<file path="config.mk">
export PLATFORM = sky130hd
export DESIGN_NAME = aarm_div
export DESIGN_NICKNAME = d
export VERILOG_FILES = /design/src/rtl/aarm_div.sv
export SDC_FILE = /design/constraint.sdc
export NUM_CORES = 2
export LEC_CHECK = 0
export ABC_AREA = 1
export BUFFER_PORTS_ARGS = -buffer_cell sky130_fd_sc_hd__buf_2
export CORE_ASPECT_RATIO = 0.5
export CORE_UTILIZATION = 53
export CTS_BUF_LIST = sky130_fd_sc_hd__clkbuf_16
export CTS_CLUSTER_SIZE = 16
export DETAILED_ROUTE_END_ITERATION = 8
export GPL_TIMING_DRIVEN = 0
export PLACE_DENSITY_LB_ADDON = 0.25
export SLEW_MARGIN = 20
export SYNTH_ARGS = -nofsm -noshare
export SYNTH_HDL_FRONTEND = slang
export SYNTH_SLANG_ARGS = --single-unit
</file>
<file path="constraint.sdc">
create_clock -name clk -period 4.94 [get_ports clk]
set_clock_uncertainty 0.15 [all_clocks]
set_input_delay 0.988 -clock clk [delete_from_list [all_inputs] [get_ports clk]]
set_output_delay 0.988 -clock clk [all_outputs]
set_load 0.05 [all_outputs]
</file>
<file path="src/rtl/aarm_div.sv">
module aarm_div #(
    parameter int FRAC_BITS = 14
) (
    input  logic                          clk,
    input  logic                          en,
    input  logic [15:0]                   mag,
    input  logic                          neg,
    input  logic [31:0]                   rdiv,
    output logic signed [FRAC_BITS+2:0]   unit
);
    localparam int QB = FRAC_BITS + 1;
    localparam int NW = FRAC_BITS + 32;
    localparam int W  = FRAC_BITS + 3;
    localparam logic [QB-1:0] ONE_Q = QB'(1) << FRAC_BITS;

    logic [31:0]    rem_reg [0:QB-1];
    logic [QB-1:0]  low_reg [0:QB-1];
    logic [QB-1:0]  quo_reg [0:QB-1];
    logic [31:0]    div_reg [0:QB-1];
    logic           neg_reg [0:QB-1];
    logic signed [W-1:0] unit_reg;

    // rounded numerator: magnitude scaled up plus half the divisor
    logic [NW-1:0] num;
    assign num = {mag, {(FRAC_BITS+16){1'b0}}} + NW'(rdiv >> 1);

    // restoring division, one quotient bit per stage
    for (genvar k = 0; k < QB; k++)
    begin : g_step
        logic [31:0]   rem_in;
        logic [QB-1:0] low_in;
        logic [QB-1:0] quo_in;
        logic [31:0]   div_in;
        logic          neg_in;
        logic [32:0]   rem_sh;

        if (k == 0)
        begin : g_first
            assign rem_in = 32'(num[NW-1:QB]);
            assign low_in = num[QB-1:0];
            assign quo_in = '0;
            assign div_in = rdiv;
            assign neg_in = neg;
        end
        else
        begin : g_next
            assign rem_in = rem_reg[k-1];
            assign low_in = low_reg[k-1];
            assign quo_in = quo_reg[k-1];
            assign div_in = div_reg[k-1];
            assign neg_in = neg_reg[k-1];
        end

        assign rem_sh = {rem_in, low_in[QB-1]};

        always_ff @(posedge clk)
        begin
            if (en)
            begin
                low_reg[k] <= {low_in[QB-2:0], 1'b0};
                div_reg[k] <= div_in;
                neg_reg[k] <= neg_in;
                if (rem_sh >= {1'b0, div_in})
                begin
                    rem_reg[k] <= 32'(rem_sh - {1'b0, div_in});
                    quo_reg[k] <= {quo_in[QB-2:0], 1'b1};
                end
                else
                begin
                    rem_reg[k] <= rem_sh[31:0];
                    quo_reg[k] <= {quo_in[QB-2:0], 1'b0};
                end
            end
        end
    end

    // cap at one and restore the sign
    logic [QB-1:0]       quo_cap;
    logic signed [W-1:0] quo_s;
    assign quo_cap = (quo_reg[QB-1] > ONE_Q) ? ONE_Q : quo_reg[QB-1];
    assign quo_s   = $signed(W'(quo_cap));

    always_ff @(posedge clk)
    begin
        if (en)
        begin
            unit_reg <= neg_reg[QB-1] ? -quo_s : quo_s;
        end
    end

    assign unit = unit_reg;
endmodule

</file>
==> run metrics <==
Reg2Reg Depth=10; Vias=64000; Antenna Nets Post-Route=0; P_sw=21800 uW; Worst R2R Start=rem_reg[1][157]$_DFFE_PP_; Hold Crit Class=reg -> reg; post_cts resized=0; Int Pwr=25400 uW; final count of pins violating max slew=0; leading area contributor after synthesis=edfxtp_1; final setup vio count=0; synthesized flop and latch total=1048; die span in y=269 um; Power Dens Cells=577 mW/mm^2; DRC viols=0; top cell type's share of synthesized area=41.8%; Synth top cells by count=nand2_1 (4122), inv_1 (2124), edfxtp_1 (1047); reg2reg end=rem_reg[1][184]$_DFFE_PP_; syn_nets=10900; CP startpoint=rdiv[31]; worst-margin pin slew=971 ps; first-pass GRT wire length=353 mm; Syn. warnings=0; CP Max Fanout=10; CTS Buffer Depth=3; WL per Instance=18.7 um; max frequency=212 MHz; clock slew at reported path FFs=60 ps; vias in the first global route=63900; # port buffers=67; sw frac=46.1%; WL final=235 mm; top post-synthesis cells by area=edfxtp_1 (42%), nand2_1 (21%), inv_1 (11%), ha_1 (8.0%), nand3_1 (5.8%); Clock Sinks=1048; CTS root buffer=clkbuf_16; max cap viols=0; Max VDD drop=0.371 mV; Area Growth Syn to Fin=8.73%; pin count of the biggest net entering global routing=97; htree depth=3; Most used DFF post-synth=edfxtp_1; Post-synth ARST share=0%; Final Hold Fails=0; fillcell total=13400; Core Util, Final=58.3%; Critical Path Start Type=primary input; # hold bufs at CTS=0; Slew headroom=34.6%; Worst Path Arrival=4960 ps; First-pass DRT Iterations=7; R2R Setup Slk=1480 ps; Tcrit/Tclk final=95.6%; Synth cell types=44; Antenna diodes=0; Vias/cell=5.11; Cells after Synth=10400; layout cells sized above 1=4.38%; hpwl dp=196 mm; syn avg cell area=7.25 um^2; buffer count from post-CTS setup fixing=0; crit path time final=4720 ps; clock share of power=17.7%; number of synthesized flops with an enable pin=1047; DIE WIDTH=535 um; Placeable Area=0.140 mm^2; RSZ-0062 raised after global routing=false; Combinational Power Share=51.8%; post-synth design cell area=0.0753 mm^2; Nets=11100; leak pwr=0.0438 uW; # IOs=68; Worst Setup EP=rem_reg[0][3]$_DFFE_PP_; row count=97; GRT Util Overall=32.6%; CTS tree=done; post-synthesis sequential area ratio=41.8%; RePlAce Congestion=1.05; Clock Latency Late Sink=740 ps; most common cell in the netlist=nand2_1; Inserted Clock Buffers=100; Setup CP Type=in -> reg; Worst setup EP type=flip-flop; initial antenna violation count=1; Overflow after GRT=0; initial DRC count=4141; Die ar.=0.144 mm^2; Final Power=47200 uW; status=completed; Flop pwr share=30.5%; Initial Util=53.6%; Crit path required time=5170 ps
## through the flow
stage / std cells / area (um^2) / hold slack, ps / setup TNS, ps / setup slack (ps)
6_report: 12500 / 81900 / 260 / 0 / 216
5_1_grt: 12500 / 81900 / 262 / 0 / 110
4_1_cts: 12500 / 81900 / 249 / 0 / 394
3_5_place_dp: 12400 / 78400 / 255 / -2350 / -347
3_3_place_gp: 12300 / 78000 / 250 / - / -10190
2_1_floorplan: 10400 / 75300 / 250 / 0 / 1180
## layer usage
layer | share of wire, % | vias up | global-route usage, %
met5 | 0 | - | 0
met4 | 8.2 | 0 | 24.4
met3 | 3.5 | 690 | 3.12
met2 | 53 | 1668 | 64.7
met1 | 35 | 28900 | 31.4
li1 | - | 32800 | -
## cell type report
class / instances / area (um^2) / area share [%]
Sequential cell: 1048 / 31500 / 38.4
Tap cell: 1881 / 2350 / 2.88
Multi-Input combinational cell: 7068 / 34900 / 42.6
Clock inverter: 80 / 966 / 1.18
Inverter: 2129 / 7990 / 9.76
Clock buffer: 101 / 2530 / 3.09
Timing Repair Buffer: 83 / 703 / 0.859
Buffer: 145 / 997 / 1.22
## worst min-delay path by stage
stage	startpoint	end	slack [ps]	depth (start not counted)
4_1_cts	neg	neg_reg[0][0]$_DFFE_PP_	250	1
3_3_place_gp	quo_reg[1][32]$_DFFE_PP_	quo_reg[1][48]$_DFFE_PP_	250	0
3_5_place_dp	quo_reg[0][92]$_DFFE_PP_	quo_reg[0][108]$_DFFE_PP_	250	0
6_report	neg_reg[0][5]$_DFFE_PP_	neg_reg[0][6]$_DFFE_PP_	260	0
2_1_floorplan	neg_reg[0][0]$_DFFE_PP_	neg_reg[0][1]$_DFFE_PP_	250	0
5_1_grt	neg	neg_reg[0][0]$_DFFE_PP_	260	1
## cell usage in the layout (no fill, tap or decap), types with 40 or more instances in the layout
cell / instances
a21oi_1: 298
o21ai_0: 41
xor2_1: 215
nor3_1: 114
nand4_1: 46
ha_1: 483
nand2_1: 4122
and2_1: 48
edfxtp_1: 1047
clkbuf_16: 101
nor2_1: 600
o21bai_1: 43
xnor2_1: 40
nand3_1: 865
buf_2: 137
inv_1: 2134
## critical path: stages
cell	delay, ps
buf_2	170
ha_1	210
ha_1	190
nand3_1	190
nor2_1	200
nand2_1	130
nor3_1	260
nand2_1	110
xnor2_1	270
ha_1	340
inv_1	140
nor3_1	100
and2_1	150
nand2_1	90
nand2_1	50
nor2_1	170
nand2_2	160
clkbuf_2	240
o21ai_0	800
## power groups by stage
stage / sequential [uW] / combinational [uW] / clock [uW]
finish: 14400 / 24500 / 8330
global route: 14600 / 27500 / 8730
CTS: 14400 / 24300 / 8430
global placement: 14600 / 24000 / 0
floorplan: 13900 / 17200 / 0
detailed placement: 14500 / 24200 / 0
## cell families after synthesis
family / synth area share (%)
compound gates: 3.18
xor+xnor: 2.97
fa+ha+maj: 8.40
buf+inv: 11.9
flops: 41.8
simple gates: 31.8
Note: power is estimated with default switching activity, not from simulation.
