<file path="src/rtl/aarm_pkg.sv">
package aarm_pkg;

    // field width on every channel
    localparam int IO_W = 16;

    // square root of the squared norm shifted up by 32: one result bit per step
    localparam int ISQRT_STAGES = 32;

    // angle handling in Q30
    localparam int      ANGLE_SHIFT = 17;
    localparam longint  Q30_PI      = 64'd3373259426;
    localparam longint  Q30_HALF_PI = 64'd1686629713;
    localparam longint  Q30_GAIN    = 64'd652032874;

    typedef logic signed [IO_W-1:0] word_t;

    typedef logic [31:0] atan_tab_t [0:31];

    // arctangent of 2^-i in Q30
    localparam atan_tab_t ATAN_Q30 = '{
        32'h3243F6A8, 32'h1DAC6705, 32'h0FADBAFC, 32'h07F56EA6, 32'h03FEAB76,
        32'h01FFD55B, 32'h00FFFAAA, 32'h007FFF55, 32'h003FFFEA, 32'h001FFFFD,
        32'h000FFFFF, 32'h0007FFFF, 32'h0003FFFF, 32'h0001FFFF, 32'h0000FFFF,
        32'h00007FFF, 32'h00003FFF, 32'h00001FFF, 32'h00000FFF, 32'h000007FF,
        32'h000003FF, 32'h000001FF, 32'h000000FF, 32'h0000007F, 32'h0000003F,
        32'h0000001F, 32'h0000000F, 32'h00000008, 32'h00000004, 32'h00000002,
        32'h00000001, 32'h00000000
    };

endpackage

</file>
<file path="src/rtl/aarm_isqrt.sv">
module aarm_isqrt (
    input  logic        clk,
    input  logic        en,
    input  logic [31:0] n2,
    output logic [31:0] root
);
    import aarm_pkg::*;

    localparam int REMW = 36;

    logic [REMW-1:0] rem_reg  [0:ISQRT_STAGES-1];
    logic [31:0]     root_reg [0:ISQRT_STAGES-1];
    logic [63:0]     rad_reg  [0:ISQRT_STAGES-1];

    // restoring square root, two radicand bits per stage
    for (genvar j = 0; j < ISQRT_STAGES; j++)
    begin : g_step
        logic [REMW-1:0] rem_in;
        logic [31:0]     root_in;
        logic [63:0]     rad_in;
        logic [REMW-1:0] rem_sh;
        logic [REMW-1:0] trial;

        if (j == 0)
        begin : g_first
            assign rem_in  = '0;
            assign root_in = '0;
            assign rad_in  = {n2, 32'd0};
        end
        else
        begin : g_next
            assign rem_in  = rem_reg[j-1];
            assign root_in = root_reg[j-1];
            assign rad_in  = rad_reg[j-1];
        end

        assign rem_sh = {rem_in[REMW-3:0], rad_in[63:62]};
        assign trial  = REMW'({root_in, 2'b01});

        always_ff @(posedge clk)
        begin
            if (en)
            begin
                rad_reg[j] <= {rad_in[61:0], 2'b00};
                if (rem_sh >= trial)
                begin
                    rem_reg[j]  <= rem_sh - trial;
                    root_reg[j] <= {root_in[30:0], 1'b1};
                end
                else
                begin
                    rem_reg[j]  <= rem_sh;
                    root_reg[j] <= {root_in[30:0], 1'b0};
                end
            end
        end
    end

    assign root = root_reg[ISQRT_STAGES-1];
endmodule

</file>
<file path="config.mk">
export PLATFORM = sky130hd
export DESIGN_NAME = aarm_isqrt
export DESIGN_NICKNAME = d
export VERILOG_FILES = /design/src/rtl/aarm_pkg.sv /design/src/rtl/aarm_isqrt.sv
export SDC_FILE = /design/constraint.sdc
export NUM_CORES = 2
export LEC_CHECK = 0
export ABC_CLOCK_PERIOD_IN_PS = 3400
export BUFFER_PORTS_ARGS = -buffer_cell sky130_fd_sc_hd__buf_2
export CAP_MARGIN = 20
export CELL_PAD_IN_SITES_DETAIL_PLACEMENT = 0
export CELL_PAD_IN_SITES_GLOBAL_PLACEMENT = 2
export CORE_MARGIN = 1
export CORE_UTILIZATION = 40
export DETAILED_ROUTE_END_ITERATION = 12
export PLACE_DENSITY = 0.86
export SYNTH_ARGS = -nofsm -noshare
export SYNTH_HDL_FRONTEND = slang
export SYNTH_MEMORY_MAX_BITS = 65536
export SYNTH_SLANG_ARGS = --single-unit
</file>
<file path="constraint.sdc">
create_clock -name clk -period 3.4 [get_ports clk]
set_input_delay 0.17 -clock clk [delete_from_list [all_inputs] [get_ports clk]]
set_output_delay 0.17 -clock clk [all_outputs]
set_load 0.02 [all_outputs]
</file>
==> impl_metrics.toml <==
[sta]
setup_viol = 1
skew_ns = 0.0922
hold_violations = 0
relSlewSlack = 0.297
timing.fmax_ghz = 0.291
fin_crit_ns = 3.44
period_share = 1.01
tightest_slew_ns = 1.05
rsz0062_at_grt = "true"
slew_violations = 0
fin_ws_ns = -0.0391

[global_route]
grt_pass1_vias = 59800
grt_antenna_before_repair = 2
grt_start_max_net_pins = 192
track_usage = 0.167
overflow = 0
grt_pass1_wl_microns = 318000

[place]
dp_hpwl_microns = 148000
routabilityCongestion = 0.867
portBuffers = 65
pre_cts_slack_ns = -0.509

[clock_tree]
cts.path.max_buffers = 3
cts_tree = "yes"
cts_sinks = 1756
cts_buffers = 191
clk_latency_ns = 0.84
clockRootBuffer = "clkbuf_16"
path_clk_slew_ns = 0.06
htreeDepth = 4

[setup_path]
worstSetupPathType = "reg2reg"
critPathMaxFanout = 4
required_ns = 3.92
start_kind = "register"
crit_path_end_kind = "register"
critPathArrivalTime_ns = 3.96

[synthesis]
syn-num-nets = 8505
ys_warn_count = 0
syn_inst = 7924
syn-cell-area_sq_um = 92700
ys_top_cells_by_count = "1,755 x edfxtp_1, 672 x inv_1, 574 x nand2_1, 532 x ha_1, 503 x o21ai_0"
yosysTopAreaCellShare = 0.568
synth-main-ff-cell = "edfxtp_1"
yosysMostFrequentCell = "edfxtp_1"
ys_types = 94
yosysSeqAreaShare = 0.568
synth_top_cell_by_area = "edfxtp_1"
avgSynthCellArea_sq_um = 11.7
synth_seq_cells = 1756
synth_area_leaders = "edfxtp_1 57%, ha_1 7.2%, xnor2_1 4.1%, xor2_1 3.5%, inv_1 2.7%"
ys_async_sr_fraction = 0
synth_edf_count = 1755

[power_and_ir_drop]
vdd_drop_max_uv = 423
power_density_nw_per_um2 = 647
power_leakage_uw = 0.0420

[floorplan]
start_util = 0.403
core_area_sq_um = 230000
die_x_microns = 484
num_rows = 176
die_y_microns = 484
dieArea_sq_um = 234000
num_io_pins = 66

[routing]
vias = 61000
wire_per_inst_microns = 17.1
remaining_drc_errors = 0
vias_per_cell = 5.20
first_pass_iters = 5
antenna_left = 0
wl_microns = 201000
drt_iter0_markers = 3663

[worst_hold_path]
hold_path_class = "in2reg"

[cells_and_area]
drive_above_1_share = 0.140
layout.nets = 9129
post-route-util = 0.471
largest_reg_flops = 988
syn_to_final_growth_pct = 16.9

[run]
drv_cap = 0

[run_status]
violations = "negative setup slack"
status = "finished with violations"
## logic make-up (layout without fill, tap and decap cells)
family / after synthesis / in the layout / synth area share
and+or+nand+nor: 2151 / 2151 / 0.117
muxes: 124 / 124 / 0.0150
DFF: 1756 / 1756 / 0.568
AOI/OAI and AO/OA: 1701 / 1701 / 0.114
buffers and inverters: 840 / 1627 / 0.0344
adders and majority gates: 547 / 547 / 0.0750
xor gates and xnor gates: 805 / 805 / 0.0760
other: 0 / 3 / 0
## timing repair
item | CTS | global route
setup endpoints to repair | 263 | 490
hold endpoints to repair | 84 | 0
cloned | 0 | 5
pin swaps | 24 | 95
resized for setup | 70 | 233
hold buffers | 61 | 0
buffers inserted | 10 | 43
## per-layer routing
metal,GRT usage,routed length [microns],share of wire
met5,0,0,0
met1,0.228,93600,0.47
met3,0.0216,7340,0.037
met2,0.280,95600,0.48
met4,0.0432,4430,0.022
## layout by cell type, fill, tap and decap left out, types with 24 or more instances in the layout
| cell type | count |
|---|---|
| a211oi_1 | 30 |
| a21o_1 | 231 |
| a21oi_1 | 419 |
| a31oi_1 | 41 |
| and2_1 | 55 |
| and3_1 | 49 |
| buf_12 | 30 |
| buf_2 | 64 |
| buf_4 | 423 |
| clkbuf_1 | 34 |
| clkbuf_16 | 195 |
| clkinv_1 | 39 |
| clkinv_2 | 36 |
| dlygate4sd3_1 | 61 |
| edfxtp_1 | 1755 |
| ha_1 | 520 |
| inv_1 | 669 |
| mux2_2 | 113 |
| nand2_1 | 572 |
| nand2b_1 | 104 |
| nand3_1 | 153 |
| nand3b_1 | 30 |
| nand4_1 | 69 |
| nor2_1 | 456 |
| nor2b_1 | 52 |
| nor3_1 | 189 |
| nor4_1 | 83 |
| nor4_2 | 24 |
| o21a_1 | 91 |
| o21ai_0 | 455 |
| o21ai_1 | 38 |
| o21bai_1 | 71 |
| o31ai_1 | 36 |
| or2_2 | 40 |
| or3_1 | 102 |
| or4_1 | 38 |
| xnor2_1 | 432 |
| xor2_1 | 370 |
## where the power goes
group / internal, uW / switching, uW
clock: 11900 / 8820
sequential: 28200 / 2560
combinational: 8490 / 10200
total: 48600 / 21500
## stage by stage
step	setup TNS, ns	hold slack (ns)	instances	power [uW]	area, sq um
2_1_floorplan	0	0.269	7924	43100	92800
3_3_place_gp	-20.51	0.347	11300	48700	99700
3_5_place_dp	-27.37	0.349	11300	48900	99700
4_1_cts	0	0.00555	11700	70100	107000
5_1_grt	-2.56	0.0342	11700	74100	108000
6_report	-0.0391	0.0847	11700	70100	108000
## critical path, stage by stage, from the launching register on
cell,delay (ns)
edfxtp_1,0.43
ha_4,0.20
fa_2,0.42
a211oi_4,0.29
o21ai_2,0.11
a2111oi_4,0.44
buf_4,0.20
nor3_4,0.05
nor4_2,0.15
buf_4,0.16
nor2_2,0.04
or4b_4,0.52
a21o_1,0.18
## layout make-up
cell class,count,area [sq um]
fillers,20600,122000
multi-input cells,5328,38100
well taps,3026,3790
repair buffers,597,4980
diodes,3,7.51
clock buffers,225,4910
clock inverters,131,1430
inverters,674,2530
flip-flops and latches,1756,52700
## final timing paths
path / startpoint / to / slack [ns] / cells past startpoint
worst max-delay path: rem_reg[1][180]$_SDFFCE_PP0P_ / rem_reg[1][248]$_DFFE_PP_ / -0.04 / 12
worst min-delay path: n2[12] / rad_reg[0][44]$_DFFE_PP_ / 0.08 / 2
worst max register to register: rem_reg[1][180]$_SDFFCE_PP0P_ / rem_reg[1][248]$_DFFE_PP_ / -0.04 / 12
worst min register to register: rad_reg[0][300]$_DFFE_PP_ / rad_reg[0][364]$_DFFE_PP_ / 0.39 / 0
No activity file was read; power rests on OpenSTA's default activity.
