**config.mk**
```make
export PLATFORM = sky130hd
export DESIGN_NAME = aarm_cordic
export DESIGN_NICKNAME = d
export VERILOG_FILES = /design/src/rtl/aarm_pkg.sv /design/src/rtl/aarm_cordic.sv
export SDC_FILE = /design/constraint.sdc
export NUM_CORES = 2
export LEC_CHECK = 0
export ABC_CLOCK_PERIOD_IN_PS = 5300
export BUFFER_PORTS_ARGS = -buffer_cell sky130_fd_sc_hd__buf_4
export CAP_MARGIN = 20
export CORE_MARGIN = 8
export CORE_UTILIZATION = 53
export CTS_CLUSTER_DIAMETER = 150
export DETAILED_ROUTE_END_ITERATION = 12
export PLACE_DENSITY = 0.75
export SETUP_SLACK_MARGIN = 0.05
export SYNTH_ARGS = -nofsm -noshare
export SYNTH_HDL_FRONTEND = slang
export SYNTH_SLANG_ARGS = --single-unit
```
**constraint.sdc**
```tcl
create_clock -name clk -period 5.3 [get_ports clk]
set_input_delay 0.265 -clock clk [delete_from_list [all_inputs] [get_ports clk]]
set_output_delay 0.265 -clock clk [all_outputs]
set_load 0.05 [all_outputs]
```
**src/rtl/aarm_pkg.sv**
```systemverilog
package aarm_pkg;

    // field width on every channel
    localparam int IO_W = 16;

    // square root of the squared norm shifted up by 32: one result bit per step
    localparam int ISQRT_STAGES = 32;

    // angle handling in Q30
    localparam int      ANGLE_SHIFT = 17;
    localparam longint  Q30_PI      = 64'd3373259426;
    localparam longint  Q30_HALF_PI = 64'd1686629713;
    localparam longint  Q30_GAIN    = 64'd652032874;

    typedef logic signed [IO_W-1:0] word_t;

    typedef logic [31:0] atan_tab_t [0:31];

    // arctangent of 2^-i in Q30
    localparam atan_tab_t ATAN_Q30 = '{
        32'h3243F6A8, 32'h1DAC6705, 32'h0FADBAFC, 32'h07F56EA6, 32'h03FEAB76,
        32'h01FFD55B, 32'h00FFFAAA, 32'h007FFF55, 32'h003FFFEA, 32'h001FFFFD,
        32'h000FFFFF, 32'h0007FFFF, 32'h0003FFFF, 32'h0001FFFF, 32'h0000FFFF,
        32'h00007FFF, 32'h00003FFF, 32'h00001FFF, 32'h00000FFF, 32'h000007FF,
        32'h000003FF, 32'h000001FF, 32'h000000FF, 32'h0000007F, 32'h0000003F,
        32'h0000001F, 32'h0000000F, 32'h00000008, 32'h00000004, 32'h00000002,
        32'h00000001, 32'h00000000
    };

endpackage

```
**src/rtl/aarm_cordic.sv**
```systemverilog
module aarm_cordic #(
    parameter int FRAC_BITS     = 14,
    parameter int CORDIC_STAGES = 16
) (
    input  logic                         clk,
    input  logic                         en,
    input  aarm_pkg::word_t              angle,
    output logic signed [FRAC_BITS+2:0]  sn,
    output logic signed [FRAC_BITS+2:0]  omc
);
    import aarm_pkg::*;

    localparam int CS = CORDIC_STAGES;
    localparam int ZW = 35;
    localparam int XW = 33;
    localparam int W  = FRAC_BITS + 3;
    localparam int SH = 30 - FRAC_BITS;
    localparam logic signed [ZW-1:0] PI_Z   = ZW'(Q30_PI);
    localparam logic signed [ZW-1:0] HPI_Z  = ZW'(Q30_HALF_PI);
    localparam logic signed [XW-1:0] GAIN_X = XW'(Q30_GAIN);
    localparam logic signed [W-1:0]  ONE_W  = {2'b00, 1'b1, {FRAC_BITS{1'b0}}};

    logic signed [XW-1:0] x_reg    [0:CS];
    logic signed [XW-1:0] y_reg    [0:CS];
    logic signed [ZW-1:0] z_reg    [0:CS];
    logic                 flip_reg [0:CS];
    logic signed [W-1:0]  sn_reg;
    logic signed [W-1:0]  omc_reg;

    // angle to Q30 and fold into half a turn
    logic signed [ZW-1:0] z_in;
    assign z_in = {{(ZW-IO_W-ANGLE_SHIFT){angle[IO_W-1]}}, angle, {ANGLE_SHIFT{1'b0}}};

    always_ff @(posedge clk)
    begin
        if (en)
        begin
            x_reg[0] <= GAIN_X;
            y_reg[0] <= '0;
            if (z_in > HPI_Z)
            begin
                z_reg[0]    <= z_in - PI_Z;
                flip_reg[0] <= 1'b1;
            end
            else if (z_in < -HPI_Z)
            begin
                z_reg[0]    <= z_in + PI_Z;
                flip_reg[0] <= 1'b1;
            end
            else
            begin
                z_reg[0]    <= z_in;
                flip_reg[0] <= 1'b0;
            end
        end
    end

    // rotation stages
    for (genvar i = 0; i < CS; i++)
    begin : g_rot
        logic signed [ZW-1:0] at;
        logic signed [XW-1:0] dx;
        logic signed [XW-1:0] dy;
        assign at = $signed({{(ZW-32){1'b0}}, ATAN_Q30[i]});
        assign dx = y_reg[i] >>> i;
        assign dy = x_reg[i] >>> i;

        always_ff @(posedge clk)
        begin
            if (en)
            begin
                flip_reg[i+1] <= flip_reg[i];
                if (!z_reg[i][ZW-1])
                begin
                    x_reg[i+1] <= x_reg[i] - dx;
                    y_reg[i+1] <= y_reg[i] + dy;
                    z_reg[i+1] <= z_reg[i] - at;
                end
                else
                begin
                    x_reg[i+1] <= x_reg[i] + dx;
                    y_reg[i+1] <= y_reg[i] - dy;
                    z_reg[i+1] <= z_reg[i] + at;
                end
            end
        end
    end

    // undo the fold, round to the output format
    logic signed [XW:0]  xf;
    logic signed [XW:0]  yf;
    logic signed [XW:0]  xq;
    logic signed [XW:0]  yq;
    logic signed [W-1:0] cs_w;

    assign xf = flip_reg[CS] ? -(XW+1)'(x_reg[CS]) : (XW+1)'(x_reg[CS]);
    assign yf = flip_reg[CS] ? -(XW+1)'(y_reg[CS]) : (XW+1)'(y_reg[CS]);

    if (SH > 0)
    begin : g_rnd
        localparam logic signed [XW:0] HALF = (XW+1)'(1) << (SH - 1);
        assign xq = (xf + HALF) >>> SH;
        assign yq = (yf + HALF) >>> SH;
    end
    else
    begin : g_exact
        assign xq = xf;
        assign yq = yf;
    end

    assign cs_w = W'(xq);

    always_ff @(posedge clk)
    begin
        if (en)
        begin
            sn_reg  <= W'(yq);
            omc_reg <= ONE_W - cs_w;
        end
    end

    assign sn  = sn_reg;
    assign omc = omc_reg;
endmodule

```
==> metrics <==
Reg clk slew, reported paths=0.06 ns; ys flop type=edfxtp_1; Root Buffer=clkbuf_16; gp weighted congestion=~0.95; EDFF count, synth=1512; CP startpoint kind=flip-flop; Max Buffers Root-to-Sink=3; r2r setup slk=between 0.3 and 0.4 ns; crit path capture type=flip-flop; Final Hold Viols=0; max FFs per register=roughly 500; WP data arrival=about 5.6 ns; post-synth top area share=a little over a third; fraction of registers with async set/reset=0%; CP Max Fanout=5; Die Area=~250000 um^2; Fillers=~20000; worst skew pair latency=approximately 0.86 ns; Clock Skews=about 0.067 ns; proportion of layout cells with a drive suffix above 1=5.18%; first-pass GRT wire length=approximately 480000 um; worst-path cell chain=or4_1, or3_1, nand2b_1, o21ai_0, xor2_1, ha_1, a21o_1, a221o_1, a21oi_1, buf_4, o21ai_0, a211o_1, nand2_1, o21bai_1, o311a_1, a221oi_2, xnor2_1; worst-margin pin slew=roughly 1.1 ns; Post-Syn Nets=roughly 14000; Detailed Route Iter0 Violations=between 7000 and 8000; Detailed Routing Iterations Pass 1=6; kind of critical path=flip-flop to flip-flop; CTS tree=done; Synth Cell Area=roughly 130000 um^2; Crit-path slowest cell=or4_1; TNS Setup=0 ns; DR vias=between 90000 and 100k; status=finished clean; f_max=about 200 MHz; Setup violations, final=0; Final #Nets=roughly 15000; Post-synth top cells=edfxtp_1 (1512), ha_1 (1429), xnor2_1 (1302); worst rel slew slack=a little over a quarter; CTS Buf Count=about 170; drt via density=around 5.9; core box area=approximately 240000 um^2; H-tree Lvls=4; cell taking the most area after synthesis=edfxtp_1; FF/Latch Area=approximately 45000 um^2; gate count of the mapped netlist=between 10000 and 15000; Max-Cap Viols=0; hold slack=approximately 0.3 ns; CP peak stage delay=around 0.6 ns; Avg Synthesized Cell Area=9.74 um^2; post-route cell area=137000 um^2; final antenna diode count=0; Slew Limit Fails=0; Avg WL per Cell=17.9 um; Tcrit/Tclk final=between 90 and 100%; die height=about 500 um; placed cell area=around 130000 um^2; Ports=between 50 and 60; synthesized flop and latch total=approximately 1500; sequential area share after synthesis=between 30% and 40%; ANT nets after route=0; hold crit path type=primary input to flip-flop; vias in the first global route=92400; area of the multi-input gates=slightly below 80000 um^2; Yosys warning total=0; Tmin final=about 5 ns; pin count of the biggest net entering global routing=around 190; Rows=179; IO Port Bufs=just over 50; CP Buf/Inv Count=1; Sink Count=approximately 1500; Layout area overhead=8.94%; die width=slightly above 500 um; routed wire length=between 200000 and 300000 um; GRT Total Usage=22.6%; Synth area leaders=edfxtp_1 (36%), ha_1 (14%), xnor2_1 (9.1%); drt drc=0; WP data required=a little under 6 ns; Starting Density=between 50% and 60%; HPWL after DPL=approximately 230000 um; Synth cell types=98; gr ovfl total=0; most frequent cell after synthesis=edfxtp_1; CP delay by family, top=compound AO/OA/AOI/OAI gates; initial antenna violation count=3; Layout Utilization=between 50 and 60%; cell mode on critical path=o21ai_0
-- path summary, 6_finish.rpt --
path	cells past startpoint	start	endpoint
max reg2reg	17	x_reg[11][11]$_DFFE_PP_	y_reg[12][32]$_DFFE_PP_
max	17	x_reg[11][11]$_DFFE_PP_	y_reg[12][32]$_DFFE_PP_
min reg2reg	0	z_reg[0][1]$_SDFFCE_PP0P_	z_reg[1][1]$_DFFE_PP_
min	3	angle[2]	z_reg[0][19]$_DFFE_PP_
-- cells by family (layout without fill, tap and decap cells) --
logic type / count (synthesis) / count (layout) / share of synthesized area [%]
compound gates: 3900 / 3900 / 19.8
xor+xnor: 1920 / 1920 / 13.4
fa+ha+maj: 1474 / 1474 / 14.9
buf+inv: 761 / 1114 / 2.28
flops: 1512 / 1512 / 36.1
mux: 117 / 117 / 0.976
simple gates: 3242 / 3242 / 12.6
-- metal layers --
metal | vias to the layer above | GRT usage (%) | wire length [um]
li1 | 48700 | - | -
met1 | 45700 | 29.5 | 130000
met2 | 2379 | 38.9 | 139000
met3 | 620 | 2.73 | 14900
met4 | 2 | 7.57 | 10400
met5 | - | 0 | 17
-- layout make-up --
class	count	share of cell area, %
multi-input combinational	10700	56.7
sequential	1512	33.1
tap	3167	2.89
clock buffer	191	3.22
timing repair buffer	239	1.43
inverter	555	1.52
clock inverter	129	1.16
-- worst reg2reg max path, delay by kind of cell (launching register included) --
family / cells / cell delay [ns]
fa+ha+maj: 1 / 0.29
buf+inv: 1 / 0.15
xor+xnor: 2 / 0.29
flops: 1 / 0.45
simple gates: 4 / 1.31
compound gates: 9 / 2.26
-- cells in the final DEF (no fill, tap or decap), types with 44 or more instances in the layout --
master,instances
ha_1,1429
o31ai_1,154
inv_1,540
and3_1,104
nor2_1,921
mux2i_1,71
o21a_1,214
nand4_1,84
o41ai_1,56
a21oi_1,1283
nor2b_1,175
edfxtp_1,1512
nor3_1,342
a211oi_1,123
xnor2_1,1302
a21o_1,565
mux2_2,46
buf_4,205
clkbuf_16,174
a21boi_0,44
and2_1,74
a31oi_1,135
or3_1,83
or2_2,61
nand2b_1,206
nand2_1,684
fa_1,44
nand3_1,246
or4_1,53
o211ai_1,57
xor2_1,617
nor4_1,83
o21bai_1,181
o21ai_0,673
-- per-stage QoR --
| step | instances | setup slack, ns |
|---|---|---|
| 3_5_place_dp | 16100 | 0.176 |
| 6_report | 16400 | 0.319 |
| 4_1_cts | 16400 | 0.161 |
| 5_1_grt | 16400 | -0.00425 |
| 3_3_place_gp | 16100 | 0.136 |
| 2_1_floorplan | 12900 | 0.262 |
-- timing repair --
item	CTS	global route
hold buffers	26	0
hold endpoints to repair	48	0
endpoints found under the setup margin	0	22
resized for setup	0	18
setup buffers	0	3
Power is not shown: default switching activity piles up to over one toggle a cycle in this logic, so the estimate is an artifact.
